**src/hw/rtl/bit_table_rect_fill_core_defines.svh**
```systemverilog
// Assertion macros for the bit table rectangle fill core.
`ifndef BIT_TABLE_RECT_FILL_CORE_DEFINES_SVH
`define BIT_TABLE_RECT_FILL_CORE_DEFINES_SVH

// Same-cycle implication check.
`define BTRF_ASSERT_IMP(lbl, clk, rst, ante, cons) \
   lbl: assert property (@(posedge clk) disable iff (rst) (ante) |-> (cons)) \
      else $error("btrf: same-cycle check failed");

// Next-cycle implication check.
`define BTRF_ASSERT_NXT(lbl, clk, rst, ante, cons) \
   lbl: assert property (@(posedge clk) disable iff (rst) (ante) |=> (cons)) \
      else $error("btrf: next-cycle check failed");

`endif

```
**src/hw/rtl/btrf_pkg.sv**
```systemverilog
// Shared types, codes and constants of the bit table rectangle fill core.
package btrf_pkg;

   localparam int DIM_W          = 7;
   localparam int CMD_W          = 3;
   localparam int CSR_IDX_W      = 2;
   localparam int DEF_MAX_WIDTH  = 64;
   localparam int DEF_MAX_HEIGHT = 64;
   localparam int DIM_RESET      = 64;
   localparam int QUEUE_DEPTH    = 2;
   localparam int QPTR_W         = (QUEUE_DEPTH > 1) ? $clog2(QUEUE_DEPTH) : 1;
   localparam int QCNT_W         = $clog2(QUEUE_DEPTH + 1);

   localparam logic [CMD_W-1:0] CMD_READ_BIT    = 3'd0;
   localparam logic [CMD_W-1:0] CMD_WRITE_BIT   = 3'd1;
   localparam logic [CMD_W-1:0] CMD_INVERT_BIT  = 3'd2;
   localparam logic [CMD_W-1:0] CMD_FILL_RECT   = 3'd3;
   localparam logic [CMD_W-1:0] CMD_INVERT_RECT = 3'd4;

   localparam logic [CSR_IDX_W-1:0] CSR_TABLE_WIDTH  = 2'd0;
   localparam logic [CSR_IDX_W-1:0] CSR_TABLE_HEIGHT = 2'd1;

   typedef enum logic [1:0] {
      OP_NONE,
      OP_READ,
      OP_WRITE,
      OP_INVERT
   } btrf_op_type;

   // One classified command: a span of columns applied to a run of rows.
   typedef struct packed {
      btrf_op_type      op;
      logic             err;
      logic             value;
      logic [DIM_W-1:0] col_lo;
      logic [DIM_W-1:0] col_cnt;
      logic [DIM_W-1:0] row_lo;
      logic [DIM_W-1:0] row_cnt;
   } btrf_job_type;

endpackage

```
**src/hw/rtl/btrf_queue.sv**
```systemverilog
// Short job queue between the front end and the row engine.
module btrf_queue
   import btrf_pkg::*;
(
   input  logic         clock,
   input  logic         reset,
   input  logic         push_valid,
   output logic         push_ready,
   input  btrf_job_type push_job,
   output logic         pop_valid,
   input  logic         pop_ready,
   output btrf_job_type pop_job
);

   btrf_job_type      slot_ff [QUEUE_DEPTH];
   logic [QPTR_W-1:0] wr_ptr_ff;
   logic [QPTR_W-1:0] rd_ptr_ff;
   logic [QCNT_W-1:0] count_ff;
   logic              push_xfer;
   logic              pop_xfer;

   assign push_ready = (count_ff != QCNT_W'(QUEUE_DEPTH));
   assign pop_valid  = (count_ff != '0);
   assign pop_job    = slot_ff[rd_ptr_ff];
   assign push_xfer  = push_valid && push_ready;
   assign pop_xfer   = pop_valid && pop_ready;

   always_ff @(posedge clock) begin
      if (push_xfer) begin
         slot_ff[wr_ptr_ff] <= push_job;
      end
   end

   always_ff @(posedge clock) begin
      if (reset) begin
         wr_ptr_ff <= '0;
         rd_ptr_ff <= '0;
         count_ff  <= '0;
      end else begin
         if (push_xfer) begin
            wr_ptr_ff <= (wr_ptr_ff == QPTR_W'(QUEUE_DEPTH - 1)) ? '0 : wr_ptr_ff + 1'b1;
         end
         if (pop_xfer) begin
            rd_ptr_ff <= (rd_ptr_ff == QPTR_W'(QUEUE_DEPTH - 1)) ? '0 : rd_ptr_ff + 1'b1;
         end
         if (push_xfer && !pop_xfer) begin
            count_ff <= count_ff + 1'b1;
         end else if (pop_xfer && !push_xfer) begin
            count_ff <= count_ff - 1'b1;
         end
      end
   end

endmodule

```
**config.mk**
```make
export PLATFORM = sky130hd
export DESIGN_NAME = btrf_queue
export DESIGN_NICKNAME = d
export VERILOG_FILES = /design/src/hw/rtl/bit_table_rect_fill_core_defines.svh /design/src/hw/rtl/btrf_pkg.sv /design/src/hw/rtl/btrf_queue.sv
export SDC_FILE = /design/constraint.sdc
export NUM_CORES = 1
export LEC_CHECK = 0
export BUFFER_PORTS_ARGS = -buffer_cell sky130_fd_sc_hd__buf_2
export CORE_MARGIN = 3
export CORE_UTILIZATION = 40
export CTS_BUF_LIST = sky130_fd_sc_hd__clkbuf_16
export CTS_CLUSTER_DIAMETER = 30
export DETAILED_ROUTE_END_ITERATION = 10
export PLACE_DENSITY = 0.71
export SLEW_MARGIN = 10
export SYNTH_ARGS = -nofsm -noshare
export SYNTH_HDL_FRONTEND = slang
export SYNTH_SLANG_ARGS = --single-unit
```
**constraint.sdc**
```tcl
create_clock -name clock -period 2.4 [get_ports clock]
set_clock_uncertainty 0.1 [all_clocks]
set_input_delay 0.48 -clock clock [delete_from_list [all_inputs] [get_ports clock]]
set_output_delay 0.48 -clock clock [all_outputs]
set_load 0.02 [all_outputs]
```
==> out/qor.txt <==
=================================================================================
Half-perimeter wire length after placement                                2870 µm
Hold Worst Slack                                                         0.245 ns
Endpoint arrival time on the critical path                                1.47 ns
Pre-antenna DRT Iters                                                           4
Area used by multi-input combinational logic                              479 µm²
Most common flop cell mapped by yosys                                sky130_fd_sc_hd__edfxtp_1
Clock tree from TritonCTS                                                   built
WL/cell                                                                   15.0 µm
Cell total after placement                                                    270
Initial drt markers                                                            36
Ant. Diodes                                                                     0
Vias                                                                         1364
Std-Cell Rows                                                                  28
Time the worst path needs with I/O delays and setup                       2.05 ns
Number of enable flip-flop cells after synthesis                               64
Synth top area share                                                        76.1%
Area Growth Syn to Fin                                                      30.2%
Port Buf Inserts                                                               69
Maximum fanout along the worst path                                            20
RSZ-0062 raised after global routing                                        false
Die Outline Area                                                         7300 µm²
Leading cell type in the layout, fill and taps excluded              sky130_fd_sc_hd__buf_2
Fin cells                                                                     286
Count of maximum capacitance violations                                         0
Ratio of cells with drive above 1 in the final layout                       58.3%
Top library cells by usage in the layout, fill and taps aside        sky130_fd_sc_hd__buf_2, sky130_fd_sc_hd__edfxtp_1, sky130_fd_sc_hd__mux2_2
Number of primary I/O pins                                                     70
Required @ worst endpoint                                                 1.82 ns
Post-synthesis cell type count                                                 19
Setup-violating endpoint count in the final report                              0
Final Cycle Share                                                           85.4%
Biggest area consumer among synthesized cells                        sky130_fd_sc_hd__edfxtp_1
Area used by sequential logic in the layout                              2020 µm²
Crit path buffers/inverters                                                     2
Total power after layout                                                0.00381 W
DRC                                                                             0
Tightest Pin Transition                                                  0.305 ns
Instance count on the critical path                                             3
Flop and latch count out of synthesis                                          69
Post-synthesis cell area                                                 2520 µm²
Startpoint of the lowest-slack register-to-register path              count_ff[0]
Outcome                                                              finished clean
Hold Path Class                                                            in2reg
H-Tree Level Count                                                              3
End of the worst register-to-register path                            count_ff[1]
Cell types with the largest area share after synthesis               sky130_fd_sc_hd__edfxtp_1, sky130_fd_sc_hd__mux2_2, sky130_fd_sc_hd__dfxtp_1
CP max stage cell                                                    sky130_fd_sc_hd__mux2_2
Postcts setup bufs                                                              0
Largest voltage drop on the vdd net                                        699 µV
Summed negative setup slack over all endpoints                               0 ns
GR Util All Layers                                                          12.4%
Slack of the worst reg-to-reg path                                        0.69 ns
Clock tree buffer depth                                                         2
Mean cell area of the mapped netlist                                     20.4 µm²
Routability Congestion                                                      0.669
Width of the die                                                          85.5 µm
Total length of routed wires                                              4280 µm
Skew-Pair Late Insertion Delay                                            0.32 ns
Clock tree root buffer cell                                          sky130_fd_sc_hd__clkbuf_16
Worst path max stage delay                                                0.38 ns
Vert. Die Dim                                                             85.5 µm
Fill cells                                                                    496
Achievable clock frequency                                                488 MHz
Nets@finish                                                                   243
Antenna viol nets, final                                                        0
Worst Setup End Kind                                                   output pin
Register clock-pin slew on the reported worst setup and hold paths        0.06 ns
Worst setup path endpoint                                              pop_job[9]
Asr flop ratio synth                                                           0%
Final max-slew violation count                                                  0
Antenna violations before repair                                                0
Synthesized instance count                                                    124
Yosys warnings                                                                  0
Post-CTS Resized                                                                0
Detailed-route vias per instance                                             4.77
Total congestion overflow                                                       0
Number of nets in the synthesized netlist                                     161
Largest net degree at the start of global routing                              23
Post-CTS Hold Buffers                                                           0
Setup CP Type                                                             reg2out
Kind of cell adding the most delay to the critical path              buffers and inverters
CTS Buf Count                                                                   9
Count of final hold-check violations                                            0
Vias in the first global route                                               1333
Clock net sink count                                                           69
Startpoint class of the critical path                                        flop
Wire length of the first global-routing pass                              6630 µm
Critical path, cell by cell                                          buf_4 > mux2_2 > buf_2
Power density cells                                                   1160 nW/µm²
Initial Util                                                                41.9%
Normalized max-slew margin                                                  79.7%
Final standard cell utilization of the core                                 54.6%
Portion of the post-synthesis area used by sequential elements              80.1%
Core box area                                                            6030 µm²
Leakage power summed over all cells                                       1.27 nW
Worst reg-to-reg path cell count                                                5
=================================================================================
[registers in the layout, summed over array words and instances, names as in the netlist, named ones only]
signal,cells
slot_ff,64
rd_ptr_ff,1
wr_ptr_ff,1
count_ff,2
[report_power, final]
group	switching, W	internal, W	total, W
logic	0.000563	0.000399	0.000963
registers	0.0000493	0.00151	0.00156
clock network	0.000485	0.000806	0.00129
[how the worst min path moves through the flow]
stage	start	to	slack [ns]	cells past startpoint
2_1_floorplan	count_ff[1]	count_ff[1]	0.37	2
3_3_place_gp	rd_ptr_ff	rd_ptr_ff	0.39	2
3_5_place_dp	rd_ptr_ff	rd_ptr_ff	0.42	2
4_1_cts	push_job[7]	slot_ff[0][7]	0.23	1
5_1_grt	push_job[24]	slot_ff[0][24]	0.23	1
6_report	push_job[4]	slot_ff[0][4]	0.25	1
[Yosys cell counts (all sizes together) (2+ instances only)]
cell,n
edfxtp,64
mux2,32
dfxtp,5
buf,3
nor2,3
xor2,3
a21oi,2
o21ai,2
[kinds of logic after synthesis]
group,Yosys count,share of synthesized area [%]
AO/OA/AOI/OAI,5,1.19
XOR/XNOR,3,1.04
adder cells (fa/ha/maj),1,0.495
buffers and inverters,5,0.941
flip-flops,69,80.1
multiplexers,32,14.3
AND/OR/NAND/NOR,9,1.98
[metal layers]
| metal | GRT usage, % | vias up | share of wire, % |
|---|---|---|---|
| met3 | 4.66 | 7 | 7.4 |
| met1 | 14.8 | 663 | 42 |
| met2 | 18.9 | 45 | 49 |
| li1 | - | 649 | - |
| met5 | 0 | - | 0 |
| met4 | 7.77 | 0 | 1.9 |
[area by class of cell]
type	instances	area share, %
Timing Repair Buffer	75	11.9
Inverter	1	0.114
Sequential cell	69	61.5
Clock inverter	7	2.25
Clock buffer	9	6.85
Tap cell	75	2.85
Multi-Input combinational cell	50	14.6
[metrics by stage]
stage                     setup WS (ns)  cell area (µm²)
after global routing              0.268             3290
after CTS                         0.330             3290
after detailed placement          0.678             2990
final                             0.351             3290
after floorplan                   0.347             2520
after global placement            0.686             2990
(Power assumes the default switching activity.)
