File: config.mk
export PLATFORM = sky130hd
export DESIGN_NAME = btrf_front_flat
export DESIGN_NICKNAME = d
export VERILOG_FILES = /design/src/hw/rtl/bit_table_rect_fill_core_defines.svh /design/src/hw/rtl/btrf_pkg.sv /design/src/hw/rtl/btrf_req_if.sv /design/src/hw/rtl/btrf_front.sv /design/src/flat_wrapper.sv
export SDC_FILE = /design/constraint.sdc
export NUM_CORES = 1
export LEC_CHECK = 0
export BUFFER_PORTS_ARGS = -buffer_cell sky130_fd_sc_hd__buf_4
export CAP_MARGIN = 20
export CELL_PAD_IN_SITES_DETAIL_PLACEMENT = 0
export CELL_PAD_IN_SITES_GLOBAL_PLACEMENT = 1
export CORE_UTILIZATION = 30
export DETAILED_ROUTE_END_ITERATION = 12
export PLACE_DENSITY = 0.92
export RECOVER_POWER = 25
export SLEW_MARGIN = 0
export SYNTH_ARGS = -nofsm -noshare
export SYNTH_HDL_FRONTEND = slang
export SYNTH_SLANG_ARGS = --single-unit
export TNS_END_PERCENT = 1
File: constraint.sdc
create_clock -name vclk -period 4.6
set_input_delay 0.46 -clock vclk [all_inputs]
set_output_delay 0.46 -clock vclk [all_outputs]
set_load 0.02 [all_outputs]
File: src/hw/rtl/bit_table_rect_fill_core_defines.svh
// Assertion macros for the bit table rectangle fill core.
`ifndef BIT_TABLE_RECT_FILL_CORE_DEFINES_SVH
`define BIT_TABLE_RECT_FILL_CORE_DEFINES_SVH

// Same-cycle implication check.
`define BTRF_ASSERT_IMP(lbl, clk, rst, ante, cons) \
   lbl: assert property (@(posedge clk) disable iff (rst) (ante) |-> (cons)) \
      else $error("btrf: same-cycle check failed");

// Next-cycle implication check.
`define BTRF_ASSERT_NXT(lbl, clk, rst, ante, cons) \
   lbl: assert property (@(posedge clk) disable iff (rst) (ante) |=> (cons)) \
      else $error("btrf: next-cycle check failed");

`endif

File: src/hw/rtl/btrf_pkg.sv
// Shared types, codes and constants of the bit table rectangle fill core.
package btrf_pkg;

   localparam int DIM_W          = 7;
   localparam int CMD_W          = 3;
   localparam int CSR_IDX_W      = 2;
   localparam int DEF_MAX_WIDTH  = 64;
   localparam int DEF_MAX_HEIGHT = 64;
   localparam int DIM_RESET      = 64;
   localparam int QUEUE_DEPTH    = 2;
   localparam int QPTR_W         = (QUEUE_DEPTH > 1) ? $clog2(QUEUE_DEPTH) : 1;
   localparam int QCNT_W         = $clog2(QUEUE_DEPTH + 1);

   localparam logic [CMD_W-1:0] CMD_READ_BIT    = 3'd0;
   localparam logic [CMD_W-1:0] CMD_WRITE_BIT   = 3'd1;
   localparam logic [CMD_W-1:0] CMD_INVERT_BIT  = 3'd2;
   localparam logic [CMD_W-1:0] CMD_FILL_RECT   = 3'd3;
   localparam logic [CMD_W-1:0] CMD_INVERT_RECT = 3'd4;

   localparam logic [CSR_IDX_W-1:0] CSR_TABLE_WIDTH  = 2'd0;
   localparam logic [CSR_IDX_W-1:0] CSR_TABLE_HEIGHT = 2'd1;

   typedef enum logic [1:0] {
      OP_NONE,
      OP_READ,
      OP_WRITE,
      OP_INVERT
   } btrf_op_type;

   // One classified command: a span of columns applied to a run of rows.
   typedef struct packed {
      btrf_op_type      op;
      logic             err;
      logic             value;
      logic [DIM_W-1:0] col_lo;
      logic [DIM_W-1:0] col_cnt;
      logic [DIM_W-1:0] row_lo;
      logic [DIM_W-1:0] row_cnt;
   } btrf_job_type;

endpackage

File: src/hw/rtl/btrf_req_if.sv
// Command channel: valid/ready handshake with the command fields.
interface btrf_req_if
   import btrf_pkg::*;
();
   logic             valid;
   logic             ready;
   logic [CMD_W-1:0] cmd;
   logic [DIM_W-1:0] pos_x;
   logic [DIM_W-1:0] pos_y;
   logic [DIM_W-1:0] rect_width;
   logic [DIM_W-1:0] rect_height;
   logic             fill_value;

   modport source (
      output valid, cmd, pos_x, pos_y, rect_width, rect_height, fill_value,
      input  ready
   );
   modport sink (
      input  valid, cmd, pos_x, pos_y, rect_width, rect_height, fill_value,
      output ready
   );
endinterface

File: src/hw/rtl/btrf_front.sv
// Command front end: range check and classification into row jobs.
module btrf_front
   import btrf_pkg::*;
(
   btrf_req_if.sink          req_port,
   input  logic [DIM_W-1:0]  table_width,
   input  logic [DIM_W-1:0]  table_height,
   input  logic              accept_en,
   output logic              push_valid,
   input  logic              push_ready,
   output btrf_job_type      push_job
);

   logic        pt_err;
   logic        rect_err;
   logic        rect_empty;
   btrf_op_type pt_op;

   always_comb begin
      pt_err   = (req_port.pos_x >= table_width) || (req_port.pos_y >= table_height);
      // the differences may wrap, but then the edge compares already flag the error
      rect_err = (req_port.pos_x > table_width) || (req_port.pos_y > table_height)
              || (req_port.rect_width > (table_width - req_port.pos_x))
              || (req_port.rect_height > (table_height - req_port.pos_y));
      rect_empty = (req_port.rect_width == '0) || (req_port.rect_height == '0);
      pt_op = (req_port.cmd == CMD_READ_BIT)  ? OP_READ  :
              (req_port.cmd == CMD_WRITE_BIT) ? OP_WRITE : OP_INVERT;

      push_job.op      = OP_NONE;
      push_job.err     = 1'b0;
      push_job.value   = req_port.fill_value;
      push_job.col_lo  = req_port.pos_x;
      push_job.col_cnt = DIM_W'(1);
      push_job.row_lo  = req_port.pos_y;
      push_job.row_cnt = DIM_W'(1);

      unique case (req_port.cmd) inside
         CMD_READ_BIT, CMD_WRITE_BIT, CMD_INVERT_BIT: begin
            if (pt_err) begin
               push_job.err = 1'b1;
            end else begin
               push_job.op = pt_op;
            end
         end
         CMD_FILL_RECT, CMD_INVERT_RECT: begin
            if (rect_err) begin
               push_job.err = 1'b1;
            end else if (!rect_empty) begin
               push_job.op      = (req_port.cmd == CMD_FILL_RECT) ? OP_WRITE : OP_INVERT;
               push_job.col_cnt = req_port.rect_width;
               push_job.row_cnt = req_port.rect_height;
            end
         end
         default: begin
         end
      endcase
   end

   assign push_valid     = req_port.valid && accept_en;
   assign req_port.ready = push_ready && accept_en;

endmodule

File: src/flat_wrapper.sv
// flat-port wrapper written by rule: the top's interface ports become plain ports
module btrf_front_flat import btrf_pkg::*;
  (table_width, table_height, accept_en, push_valid, push_ready, push_job, req_port_valid, req_port_cmd, req_port_pos_x, req_port_pos_y, req_port_rect_width, req_port_rect_height, req_port_fill_value, req_port_ready);
  btrf_req_if req_port_i ();
  input  logic [DIM_W-1:0] table_width;
  input  logic [DIM_W-1:0] table_height;
  input  logic accept_en;
  output logic push_valid;
  input  logic push_ready;
  output btrf_job_type push_job;
  input wire logic [$bits(req_port_i.valid)-1:0] req_port_valid;
  input wire logic [$bits(req_port_i.cmd)-1:0] req_port_cmd;
  input wire logic [$bits(req_port_i.pos_x)-1:0] req_port_pos_x;
  input wire logic [$bits(req_port_i.pos_y)-1:0] req_port_pos_y;
  input wire logic [$bits(req_port_i.rect_width)-1:0] req_port_rect_width;
  input wire logic [$bits(req_port_i.rect_height)-1:0] req_port_rect_height;
  input wire logic [$bits(req_port_i.fill_value)-1:0] req_port_fill_value;
  output wire logic [$bits(req_port_i.ready)-1:0] req_port_ready;
  assign req_port_i.valid = req_port_valid;
  assign req_port_i.cmd = req_port_cmd;
  assign req_port_i.pos_x = req_port_pos_x;
  assign req_port_i.pos_y = req_port_pos_y;
  assign req_port_i.rect_width = req_port_rect_width;
  assign req_port_i.rect_height = req_port_rect_height;
  assign req_port_i.fill_value = req_port_fill_value;
  assign req_port_ready = req_port_i.ready;
  btrf_front u_core (.req_port(req_port_i), .table_width(table_width), .table_height(table_height), .accept_en(accept_en), .push_valid(push_valid), .push_ready(push_ready), .push_job(push_job));
endmodule
==> flow_metrics.env <==
export IMPL_via_per_inst=4.50
export IMPL_crit_buf_inv=4
export IMPL_start_util=0.316
export IMPL_p_sw_w=0.000116
export IMPL_power_leakage_nw=0.952
export IMPL_min_path_type="input port to primary output"
export IMPL_grt_max_degree=15
export IMPL_rsz0062_at_grt="no"
export IMPL_synth_warnings=0
export IMPL_area_growth_pct=41.2
export IMPL_design_core_area_sq_mm=0.00403
export IMPL_critical_path_required_ns=4.14
export IMPL_dieArea_sq_mm=0.00451
export IMPL_fin_util=0.446
export IMPL_powerDensity_mw_per_mm2=125
export IMPL_hold_viol=0
export IMPL_holdPathStages=0
export IMPL_vdd_drop_max_v=0.0000414
export IMPL_nClkBuffers=0
export IMPL_maxSlewHeadroom=0.627
export IMPL_p_seq_frac=0
export IMPL_setup_viol_count_final=0
export IMPL_diodes=0
export IMPL_crit_chain="buf_4 -> inv_1 -> ha_1 -> inv_1 -> fa_1 -> a21o_2 -> a21oi_1 -> o21bai_1 -> a21oi_1 -> xor2_1 -> ha_1 -> a21oi_1 -> o21ai_0 -> o22a_2 -> nor4_4 -> and2_1 -> buf_4"
export IMPL_netlist_area_sq_mm=0.00127
export IMPL_vias=1304
export IMPL_rows=23
export IMPL_hpwl_um=2760
export IMPL_postCtsSetupBuffers=0
export IMPL_min_period_ns=4.13
export IMPL_drive_gt1_frac=0.346
export IMPL_fin_tns_setup_ns=0
export IMPL_crit_end="push_job[3]"
export IMPL_routed_wirelength_um=2920
export IMPL_startpoint_type="input port"
export IMPL_fmax_mhz=242
export IMPL_cp_num_cells=17
export IMPL_finalCritPeriodShare=0.897
export IMPL_final_cell_mix="buf_4 (74), ha_1 (28), inv_1 (24)"
export IMPL_crit_slowest_cell="nor4_4"
export IMPL_firstDrtPassIters=4
export IMPL_cp_arrival_ns=3.67
export IMPL_grt_pass1_wl_um=4800
export IMPL_io_pins=83
export IMPL_max_stage_delay_ns=0.50
export IMPL_dr_first_iter_drc_count=23
export IMPL_ys_types=31
export IMPL_max_slew_worst_pin_slew_ns=0.555
export IMPL_swShare=0.515
export IMPL_cpMostUsedCell="a21oi_1"
export IMPL_avgRoutedWirePerCell_um=10.1
export IMPL_die_w_um=67.1
export IMPL_drc=0
export IMPL_place_gp_congestion=0.784
export IMPL_final_antenna_net_count=0
export IMPL_post_cts_resized=0
export IMPL_ys_seq_area_frac=0
export IMPL_combPwrFrac=1.000
export IMPL_antenna_found_initial=0
export IMPL_syn_area_per_cell_sq_um=7.27
export IMPL_crit_start="table_height[0]"
export IMPL_seq_cells=0
export IMPL_grt_ovfl_total=0
export IMPL_p_int_w=0.000109
export IMPL_crit_family="compound AO/OA/AOI/OAI gates"
export IMPL_crit_fanout=14
export IMPL_end_kind="primary output"
export IMPL_gr_usage_all_layers=0.132
export IMPL_die_y_um=67.1
export IMPL_outcome="finished clean"
export IMPL_synth_cells=175
export IMPL_grt_pass1_vias=1199
export IMPL_crit_type="input port to primary output"
export IMPL_final_common_cell="buf_4"
export IMPL_p_clk_frac=0
export IMPL_final_nets=321
export IMPL_io_buffers=81
export IMPL_seq_area_sq_um=0
export IMPL_cts_hold_buf=0
export IMPL_cap_violations=0
export IMPL_slew_viol_final=0
export IMPL_postSynthNetCount=254
## cell families (layout without fill, tap and decap cells)
family	Yosys count	count (layout)	share of synthesized area
AND/OR/NAND/NOR	52	52	0.241
AO/OA/AOI/OAI	42	42	0.211
buffers and inverters	40	105	0.165
XOR/XNOR	11	11	0.0757
adder cells (fa/ha/maj)	30	30	0.307
## how the worst min path moves through the flow
stage	start	end	slack, ns
finish	req_port_fill_value	push_job[28]	0.92
global route	req_port_fill_value	push_job[28]	0.92
CTS	req_port_fill_value	push_job[28]	0.92
detailed placement	req_port_fill_value	push_job[28]	0.92
global placement	req_port_fill_value	push_job[28]	0.92
floorplan	req_port_cmd[0]	push_job[30]	1.02
## per-layer routing
layer / vias up / track usage / routed length (um)
li1: 732 / - / -
met1: 538 / 0.179 / 1400
met2: 34 / 0.244 / 1380
met3: 0 / 0 / 135
met4: 0 / 0 / 0
met5: - / 0 / 0
## Yosys cell counts (all sizes together) (5+ instances only)
cell   number  area [sq um]
o21ai       6          30.0
ha         28           350
nand2      11          41.3
inv        24          90.1
a21oi      21           109
xnor2       7          61.3
buf        16           120
nand3       5          25.0
and2       14          87.6
## cell type report
class / count / area, sq um
fill: 436 / 2230
inverter: 24 / 90.1
multi-input combinational: 135 / 1060
tap: 50 / 62.6
timing repair buffer: 81 / 582
## power by group through the flow
| stage | sequential, W | clock, W | combinational (W) |
|---|---|---|---|
| detailed placement | 0 | 0 | 0.000230 |
| global route | 0 | 0 | 0.000257 |
| finish | 0 | 0 | 0.000225 |
| CTS | 0 | 0 | 0.000231 |
| global placement | 0 | 0 | 0.000226 |
| floorplan | 0 | 0 | 0.000159 |
## through the flow
stage               hold WS (ns)  power, W  instances  instance area (sq um)  setup slack, ns
global route               0.920  0.000257        290                   1800            0.167
detailed placement         0.920  0.000230        290                   1820            0.453
CTS                        0.920  0.000231        290                   1820            0.444
floorplan                   1.02  0.000159        175                   1270            0.819
global placement           0.920  0.000226        290                   1820            0.461
finish                     0.920  0.000225        290                   1800            0.473
Power figures use the tool's default switching activity.
